`config.mk`:
```
export PLATFORM = sky130hd
export DESIGN_NAME = touch_pressure_qualifier
export DESIGN_NICKNAME = d
export VERILOG_FILES = /design/src/hdl/tpq_pkg.sv /design/src/hdl/touch_pressure_qualifier.sv
export SDC_FILE = /design/constraint.sdc
export NUM_CORES = 2
export LEC_CHECK = 0
export BUFFER_PORTS_ARGS = -buffer_cell sky130_fd_sc_hd__buf_4
export CAP_MARGIN = 10
export CORE_MARGIN = 2
export CORE_UTILIZATION = 50
export CTS_CLUSTER_SIZE = 20
export DETAILED_ROUTE_END_ITERATION = 7
export HOLD_SLACK_MARGIN = 0.12
export PLACE_DENSITY_LB_ADDON = 0.1
export SLEW_MARGIN = 30
export SYNTH_ARGS = -nofsm -noshare
export SYNTH_HDL_FRONTEND = slang
export SYNTH_SLANG_ARGS = --single-unit
```
`constraint.sdc`:
```
create_clock -name clk -period 13.2 [get_ports clk]
set_clock_uncertainty 0.1 [all_clocks]
set_input_delay 0 -clock clk [delete_from_list [all_inputs] [get_ports clk]]
set_output_delay 0 -clock clk [all_outputs]
set_load 0.005 [all_outputs]
```
`src/hdl/tpq_pkg.sv`:
```
package tpq_pkg;

  // result kinds carried on the master-side tuser
  localparam logic [1:0] EV_NONE    = 2'd0;
  localparam logic [1:0] EV_REPORT  = 2'd1;
  localparam logic [1:0] EV_RELEASE = 2'd2;
  localparam logic [1:0] EV_REJECT  = 2'd3;

  // register indexes, address bits [3:2]
  localparam logic [1:0] REG_PLATE_OHMS    = 2'd0;
  localparam logic [1:0] REG_RT_CEILING    = 2'd1;
  localparam logic [1:0] REG_RT_FLOOR      = 2'd2;
  localparam logic [1:0] REG_TIMEOUT_TICKS = 2'd3;

  // reset values of the registers
  localparam logic [15:0] PLATE_OHMS_RST    = 16'd400;
  localparam logic [15:0] RT_CEILING_RST    = 16'd65535;
  localparam logic [15:0] RT_FLOOR_RST      = 16'd65535;
  localparam logic [15:0] TIMEOUT_TICKS_RST = 16'd48;

endpackage

```
`src/hdl/touch_pressure_qualifier.sv`:
```
// Channel   Dir  Handshake          Payload
// s_*       in   s_tvalid/s_tready  tdata: x, y, z1, z2; tuser: mode (1 = tick)
// m_*       out  m_tvalid/m_tready  tdata: x, y, pressure, touching; tuser: kind
// apb       in   psel/penable       four 16-bit registers at 0x0, 0x4, 0x8, 0xC
//
// A tick or a sample failing the x, z1 or z2 checks skips the arithmetic and goes straight
// to the write step; a qualified sample passes two multiply steps, one restoring-divider
// step per bit of the 2*SAMPLE_BITS+16 bit product, rounding and write. s_tready is high
// only while idle, so the block takes no new item before it is through with the last one.
// Reset (rst, synchronous) restores the register defaults, stops the pen-up timer and
// clears the stored point. A stalled output holds the write step.
module touch_pressure_qualifier
  import tpq_pkg::*;
#(
  parameter int SAMPLE_BITS = 12
) (
  input  logic                                      clk,
  input  logic                                      rst,
  // input stream
  input  logic                                      s_tvalid,
  output logic                                      s_tready,
  // tdata: x_sample, y_sample, z1_sample, z2_sample, zero fill
  input  logic [((4*SAMPLE_BITS+7)/8)*8-1:0]        s_tdata,
  // tuser: mode
  input  logic                                      s_tuser,
  // result stream
  output logic                                      m_tvalid,
  input  logic                                      m_tready,
  // tdata: report_x, report_y, report_pressure, touching, zero fill
  output logic [((2*SAMPLE_BITS+17+7)/8)*8-1:0]     m_tdata,
  // tuser: event_kind
  output logic [1:0]                                m_tuser,
  // configuration port
  input  logic                                      psel,
  input  logic                                      penable,
  input  logic                                      pwrite,
  input  logic [3:0]                                paddr,
  input  logic [31:0]                               pwdata,
  output logic [31:0]                               prdata,
  output logic                                      pready
);

  localparam int SB     = SAMPLE_BITS;
  localparam int PROD_W = 2*SB + 16;                 // (z2-z1) * x * plate_ohms
  localparam int CNT_W  = $clog2(PROD_W);
  localparam int RT_W   = PROD_W + 1 - SB;           // rounded, shifted quotient
  localparam int OUT_W  = ((2*SB+17+7)/8)*8;
  localparam logic [PROD_W:0] HALF = (PROD_W+1)'((1 << (SB-1)) - 1);
  localparam logic [SB-1:0]   SAMPLE_MAX = {SB{1'b1}};

  // sequencer codes
  localparam logic [2:0] ST_IDLE  = 3'd0;
  localparam logic [2:0] ST_MUL1  = 3'd1;
  localparam logic [2:0] ST_MUL2  = 3'd2;
  localparam logic [2:0] ST_DIV   = 3'd3;
  localparam logic [2:0] ST_FIN   = 3'd4;
  localparam logic [2:0] ST_WRITE = 3'd5;

  logic [2:0] state;

  // configuration registers
  logic [15:0] plate_ohms;
  logic [15:0] rt_ceiling;
  logic [15:0] rt_floor;
  logic [15:0] timeout_ticks;

  // pen state
  logic [SB-1:0] last_x;
  logic [SB-1:0] last_y;
  logic [15:0]   last_pressure;
  logic [15:0]   pen_timer;

  // item being worked on
  logic          item_tick;
  logic [SB-1:0] item_x;
  logic [SB-1:0] item_y;
  logic [SB-1:0] item_z1;
  logic [SB-1:0] item_z2;
  logic          rej;
  logic [15:0]   rt;

  // multiply and divide datapath
  logic [2*SB-1:0]  p1;
  logic [PROD_W-1:0] quo;     // dividend shifts out, quotient shifts in
  logic [SB-1:0]    rem;
  logic [CNT_W-1:0] cnt;

  logic [SB-1:0] in_x, in_y, in_z1, in_z2;
  logic          in_bad;
  logic [SB:0]   trial;
  logic          ge;
  logic [SB:0]   trial_sub;
  logic [PROD_W:0] rt_sum;
  logic [RT_W-1:0] rt_full;
  logic          rt_ok;

  logic          out_free;
  logic [1:0]    kind_next;
  logic [15:0]   timer_next;
  logic [OUT_W-1:0] data_next;
  logic          cfg_wr;

  assign pready = 1'b1;
  assign cfg_wr = psel && penable && pwrite && pready;

  assign s_tready = (state == ST_IDLE);
  assign out_free = !m_tvalid || m_tready;

  assign in_x  = s_tdata[SB-1:0];
  assign in_y  = s_tdata[2*SB-1:SB];
  assign in_z1 = s_tdata[3*SB-1:2*SB];
  assign in_z2 = s_tdata[4*SB-1:3*SB];
  assign in_bad = (in_x == '0) || (in_z1 == '0) || (in_z2 < in_z1);

  // shared restoring subtractor: one quotient bit per cycle
  assign trial     = {rem, quo[PROD_W-1]};
  assign ge        = (trial >= {1'b0, item_z1});
  assign trial_sub = trial - {1'b0, item_z1};

  assign rt_sum  = {1'b0, quo} + HALF;
  assign rt_full = rt_sum[PROD_W:SB];
  assign rt_ok   = (rt_full <= RT_W'(rt_ceiling)) && (rt_full >= RT_W'(rt_floor));

  // read back
  always_comb begin
    unique case (paddr[3:2])
      REG_PLATE_OHMS:    prdata = {16'd0, plate_ohms};
      REG_RT_CEILING:    prdata = {16'd0, rt_ceiling};
      REG_RT_FLOOR:      prdata = {16'd0, rt_floor};
      REG_TIMEOUT_TICKS: prdata = {16'd0, timeout_ticks};
      default:           prdata = '0;
    endcase
  end

  // result and timer update for the write step
  always_comb begin
    kind_next  = EV_NONE;
    timer_next = pen_timer;
    data_next  = '0;
    if (item_tick) begin
      if (pen_timer != 16'd0) begin
        timer_next = pen_timer - 16'd1;
        if (pen_timer == 16'd1) begin
          kind_next = EV_RELEASE;
        end
      end
    end else begin
      timer_next = timeout_ticks;
      if (rej) begin
        kind_next = EV_REJECT;
      end else if (pen_timer != 16'd0) begin
        // report the point stored by the previous qualified sample
        kind_next = EV_REPORT;
        data_next[SB-1:0]         = last_x;
        data_next[2*SB-1:SB]      = SAMPLE_MAX - last_y;
        data_next[2*SB+15:2*SB]   = last_pressure;
        data_next[2*SB+16]        = 1'b1;
      end
    end
  end

  // configuration registers
  always_ff @(posedge clk) begin
    if (rst) begin
      plate_ohms    <= PLATE_OHMS_RST;
      rt_ceiling    <= RT_CEILING_RST;
      rt_floor      <= RT_FLOOR_RST;
      timeout_ticks <= TIMEOUT_TICKS_RST;
    end else if (cfg_wr) begin
      unique case (paddr[3:2])
        REG_PLATE_OHMS:    plate_ohms    <= pwdata[15:0];
        REG_RT_CEILING:    rt_ceiling    <= pwdata[15:0];
        REG_RT_FLOOR:      rt_floor      <= pwdata[15:0];
        REG_TIMEOUT_TICKS: timeout_ticks <= pwdata[15:0];
        default: ;
      endcase
    end
  end

  // sequencer and control state
  always_ff @(posedge clk) begin
    if (rst) begin
      state         <= ST_IDLE;
      m_tvalid      <= 1'b0;
      pen_timer     <= 16'd0;
      last_x        <= '0;
      last_y        <= '0;
      last_pressure <= 16'd0;
    end else begin
      // the write step sets its own valid
      if (m_tvalid && m_tready && state != ST_WRITE) begin
        m_tvalid <= 1'b0;
      end
      unique case (state)
        ST_IDLE: begin
          if (s_tvalid) begin
            // tick or failed sanity checks skip the arithmetic
            state <= (s_tuser || in_bad) ? ST_WRITE : ST_MUL1;
          end
        end
        ST_MUL1: state <= ST_MUL2;
        ST_MUL2: state <= ST_DIV;
        ST_DIV: begin
          if (cnt == '0) begin
            state <= ST_FIN;
          end
        end
        ST_FIN: state <= ST_WRITE;
        ST_WRITE: begin
          if (out_free) begin
            m_tvalid  <= 1'b1;
            pen_timer <= timer_next;
            if (!item_tick && !rej) begin
              last_x        <= item_x;
              last_y        <= item_y;
              last_pressure <= rt;
            end
            state <= ST_IDLE;
          end
        end
        default: state <= ST_IDLE;
      endcase
    end
  end

  // datapath registers
  always_ff @(posedge clk) begin
    if (state == ST_IDLE && s_tvalid) begin
      item_tick <= s_tuser;
      item_x    <= in_x;
      item_y    <= in_y;
      item_z1   <= in_z1;
      item_z2   <= in_z2;
      rej       <= in_bad;
    end
    if (state == ST_MUL1) begin
      p1 <= (2*SB)'(item_z2 - item_z1) * (2*SB)'(item_x);
    end
    if (state == ST_MUL2) begin
      quo <= PROD_W'(p1) * PROD_W'(plate_ohms);
      rem <= '0;
      cnt <= CNT_W'(PROD_W - 1);
    end
    if (state == ST_DIV) begin
      rem <= ge ? trial_sub[SB-1:0] : trial[SB-1:0];
      quo <= {quo[PROD_W-2:0], ge};
      cnt <= cnt - CNT_W'(1);
    end
    if (state == ST_FIN) begin
      rt  <= rt_full[15:0];
      rej <= !rt_ok;
    end
    if (state == ST_WRITE && out_free) begin
      m_tuser <= kind_next;
      m_tdata <= data_next;
    end
  end

endmodule

```
* Word-level counts from Yosys, hierarchy flattened
Index checks and enable logic that the tools add are counted.
** Cells by class
- Add/sub/neg operators :: 6
- Multipliers :: 2
- $lt $le $gt $ge :: 4
- Equality and inequality tests :: 14
- Mux-type cells :: 26
- Bitwise operators :: 1
- Reduce and logical (&&, ||, !) cells :: 33
** Operators by type and width (count)
- $pmux W32 S4 :: 1
- $mux W40 :: 2
- $add A40 B11 Y41 const B :: 1
- $mux W41 :: 1
- $mul A24 B16 Y40 :: 1
- $mux W12 :: 3
- $mux W16 :: 2
- $ge A29 B16 Y1 :: 1
- $le A29 B16 Y1 :: 1
- $logic_not A12 Y1 :: 2
- $mul A13 B13 Y24 :: 1
- $pmux W3 S6 :: 1
- $eq A16 B1 Y1 const B :: 1
- $reduce_bool A16 Y1 :: 1
- $sub A16 B1 Y16 const B :: 1
- $ge A13 B12 Y1 :: 1
- $sub A12 B12 Y13 :: 1
- $lt A12 B12 Y1 :: 1
- $mux W3 :: 4
- $mux W6 :: 2
- $sub A12 B12 Y12 :: 1
- $sub A12 B12 Y12 const A :: 1
- $reduce_and A3 Y1 :: 3
- $logic_and A1 B1 Y1 :: 8
- other kinds (21) :: 44
** Storage, ports and cells
- Register bits after elaboration :: 315
- Input bits :: 92
- Word-level logic and storage cells :: 110

* Logic depth before layout (Yosys ltp)
- Depth in word-level cells :: 7
- Depth in mapped cells :: 31
- Mapped depth without buffers :: 30

* Least setup slack after synthesis
OpenSTA, ideal clock, no wires.
- Path kind :: reg2reg
- From :: register item_z1[1]
- To :: register p1[23] (data pin)
- Setup time :: 0.259 ns
- Arrival time :: 6.567 ns
- Required time :: 12.841 ns
- Path slack :: 6.274 ns
- Cell stages (with the launch flop) :: 30
- Path buffers :: 1
- Period minus slack after synthesis :: 6.926 ns
- Path through :: edfxtp_1 inv_1 ha_1 nor2b_1 o21ai_0 a21boi_0 o21ai_0 a21boi_0 o21ai_0 nor2b_1 xnor2_1 clkbuf_1 and2_1 fa_1 inv_1 fa_1 inv_1 fa_1 inv_1 fa_1 fa_1 inv_1 ha_1 o21a_1 o41a_1 a41oi_1 a21oi_1 a211oi_1 a21oi_1 xnor2_1
** Between the ends
- Longest elaborated chain between the ends :: 2
** RTL lines
- from (decl) :: RTL line touch_pressure_qualifier.sv:77 : logic [SB-1:0] item_z1;
- from (signal assigned) :: RTL line touch_pressure_qualifier.sv:232 : item_z1 <= in_z1;
- $sub A12 B12 Y13 :: RTL line touch_pressure_qualifier.sv:237 : p1 <= (2*SB)'(item_z2 - item_z1) * (2*SB)'(item_x);
- $mul A13 B13 Y24 :: RTL line touch_pressure_qualifier.sv:237
- to (signal assigned) :: RTL line touch_pressure_qualifier.sv:237
- to (decl) :: RTL line touch_pressure_qualifier.sv:83 : logic [2*SB-1:0] p1;
Every way passes these cells.
A chain may end at the register's enable or synchronous reset.

* Worst setup path in the final report
Same ends and word-level chain as after synthesis.

==> summary.md <==
| Metric | Value |
|---|---|
| Share of cells above drive strength 1 | 0.0746 |
| Area delta synth->final | 13.0% |
| Die area | roughly 67000 sq um |
| Total Wirelength | about 83 mm |
| CTS tree | done |
| Slowest cell on the critical path | fa_1 |
| PortBufs | 134 |
| Num rows | 93 |
| I/O pin cnt | 177 |
| Vias in the first global route | ~26000 |
| Crit-path max FO | 12 |
| Critical path type | reg -> reg |
| Synth area leader | fa_1 |
| Simple-gate share of the synthesized area | 0.164 |
| First-pass GRT wire length | 136 mm |
| Achievable Freq | 126 MHz |
| Synth cell types | 68 |
| Post-route ant nets | 0 |
| Clk slew on worst S/H paths | 0.06 ns |
| Top cells by area, synth | fa_1 28%, edfxtp_1 18%, ha_1 9.2% |
| Outcome | completed |
| Synth Area in Adders | 0.370 |
| Drt wl/cell | around 18 um |
| Multiplexer share of the synthesized area | 0.0142 |
| Synthesized instance count | ~3400 |
| Worst path max stage delay | about 0.55 ns |
| Detailed Place HPWL | between 60 and 70 mm |
| Root buf cell | clkbuf_16 |
| Yosys warns | 0 |
| Clock sinks | approximately 320 |
| RSZ-0062 raised after global routing | false |
| Final Cycle Share | 0.601 |
| Synth Area in Compound Gates | 0.0758 |
| Seq cells post-synth | 315 |
| Antenna violations before repair | 2 |
| Type of element capturing the critical path | flip-flop |
| Post-synth EDFFs | approximately 190 |
| Final net count | 4403 |
| Via Count | about 24000 |
| Setup TNS | 0 ns |
| Main combinational cell family by area after synthesis | adder cells |
| Worst Tran Pin Value | between 0.9 and 1 ns |
| Initial core utilization | 0.503 |
| Initial DRT Pass Iterations | 7 |
| Sequential element share of the synthesized area | 0.254 |
| Post-synth top cells | 626 x inv_1, 585 x nand2_1, 448 x fa_1, 244 x and2_1, 239 x ha_1 |
| Worst slew margin | 0.343 |
| Synth top area share | 0.277 |
| Core area | around 64000 sq um |
| Clock Path Buffers | 3 |
| Final Critical Period | 7.94 ns |
| Total global-route track usage | 0.257 |
| Dominant synthesized flop cell | edfxtp_1 |
| Data required, critical path | ~13 ns |
| Hold Vio Cnt, Final | 0 |
| Syn_area_per_cell | roughly 9.4 sq um |
| Width of the die | roughly 260 um |
| Min-Delay Path Class | in -> reg |
| Post-Syn Area | 32300 sq um |
| Final Setup Violations | 0 |
| Most frequent cell after synthesis | inv_1 |
| Htree depth | 2 |
| Global route total overflow | 0 |
| Nature of the critical path startpoint | flip-flop |
| CTS Buf Count | 35 |
| Die H | around 260 um |
| Worst skew pair latency | roughly 0.55 ns |
| Synth Area in XOR/XNOR | 0.0255 |
| # Max-Cap Violations | 0 |
| Largest net degree at the start of global routing | 88 |
| Post-CTS resize count | 0 |
| Initial drt markers | about 1600 |
| Slew Viols, Final | 0 |
| Gpl congestion | 0.875 |
| Vias per cell | roughly 5.4 |
| DRC | 0 |
| Fraction of registers with async set/reset | 0 |
| Critical Path AT | about 8.1 ns |
kinds of logic after synthesis:
family,Yosys count
AOI/OAI and AO/OA,395
other,2
muxes,26
buffers and inverters,803
DFF,315
and+or+nand+nor,1124
adders and majority gates,687
xor gates and xnor gates,94
critical path: cells and delay by family (launching register included):
kind | cells | cell delay, ns
fa+ha+maj | 7 | 3.13
compound gates | 11 | 2.62
simple gates | 4 | 0.56
xor+xnor | 2 | 0.43
flops | 1 | 0.48
buf+inv | 5 | 0.36
cell type report:
| class | instances | area (sq um) |
|---|---|---|
| Antenna cell | 1 | 2.50 |
| Clock buffer | 46 | 957 |
| Clock inverter | 15 | 225 |
| Fill cell | 5697 | 27700 |
| Inverter | 628 | 2360 |
| Multi-Input combinational cell | 2350 | 21200 |
| Sequential cell | 315 | 8220 |
| Tap cell | 855 | 1070 |
| Timing Repair Buffer | 294 | 2540 |
path summary, 6_finish.rpt:
path | slack, ns | startpoint | endpoint | cells after the start
worst min-delay path | 0.13 | s_tdata[29] | item_z1[5] | 2
worst max register to register | 5.26 | item_z1[1] | p1[23] | 29
worst max-delay path | 5.26 | item_z1[1] | p1[23] | 29
worst min register to register | 0.35 | last_pressure[2] | last_pressure[2] | 2
flip-flops by register name, summed over array words and instances (netlist names), 2 cells and up:
register and flops:
last_x 12, m_tdata 41, quo 40, timeout_ticks 16, last_pressure 16, rem 12
state 3, last_y 12, cnt 6, rt_floor 16, item_z2 12, rt_ceiling 16
m_tuser 2, item_x 12, p1 24, pen_timer 16, item_z1 12, item_y 12
plate_ohms 16, rt 16
layout by cell type (no fill, tap or decap), types with 39 or more instances in the layout:
cell | netlist | routed
a21oi_1 | 157 | 157
and2_1 | 244 | 242
buf_4 | 25 | 170
dfxtp_1 | 124 | 124
dlygate4sd3_1 | 0 | 122
edfxtp_1 | 191 | 191
fa_1 | 448 | 448
ha_1 | 239 | 239
inv_1 | 626 | 626
nand2_1 | 585 | 585
nor2_1 | 98 | 94
o211ai_1 | 39 | 39
o21ai_0 | 66 | 66
xnor2_1 | 69 | 67
metal layers:
layer	part of all wire	vias to the layer above	GRT usage
li1	-	11200	-
met1	0.42	12200	0.338
met2	0.50	645	0.444
met5	0	-	0
met4	0.035	0	0.0873
met3	0.049	170	0.0288
stage by stage:
step	utilization	setup WS, ns	instance area (sq um)	hold WS, ns	std cells
global placement	0.530	5.25	34100	0.0788	4319
floorplan	-	6.27	32400	-0.00113	3468
global route	0.569	4.71	36500	0.133	4503
CTS	0.568	5.29	36500	0.123	4503
finish	0.569	5.26	36500	0.130	4504
detailed placement	0.531	5.35	34100	0.0793	4320
repair_timing:
| action | CTS | global route |
|---|---|---|
| hold buffers | 122 | 0 |
| buffers inserted | 0 | 0 |
| hold endpoints to repair | 168 | 0 |
Power is not shown: default switching activity piles up to over one toggle a cycle in this logic, so the estimate is an artifact.
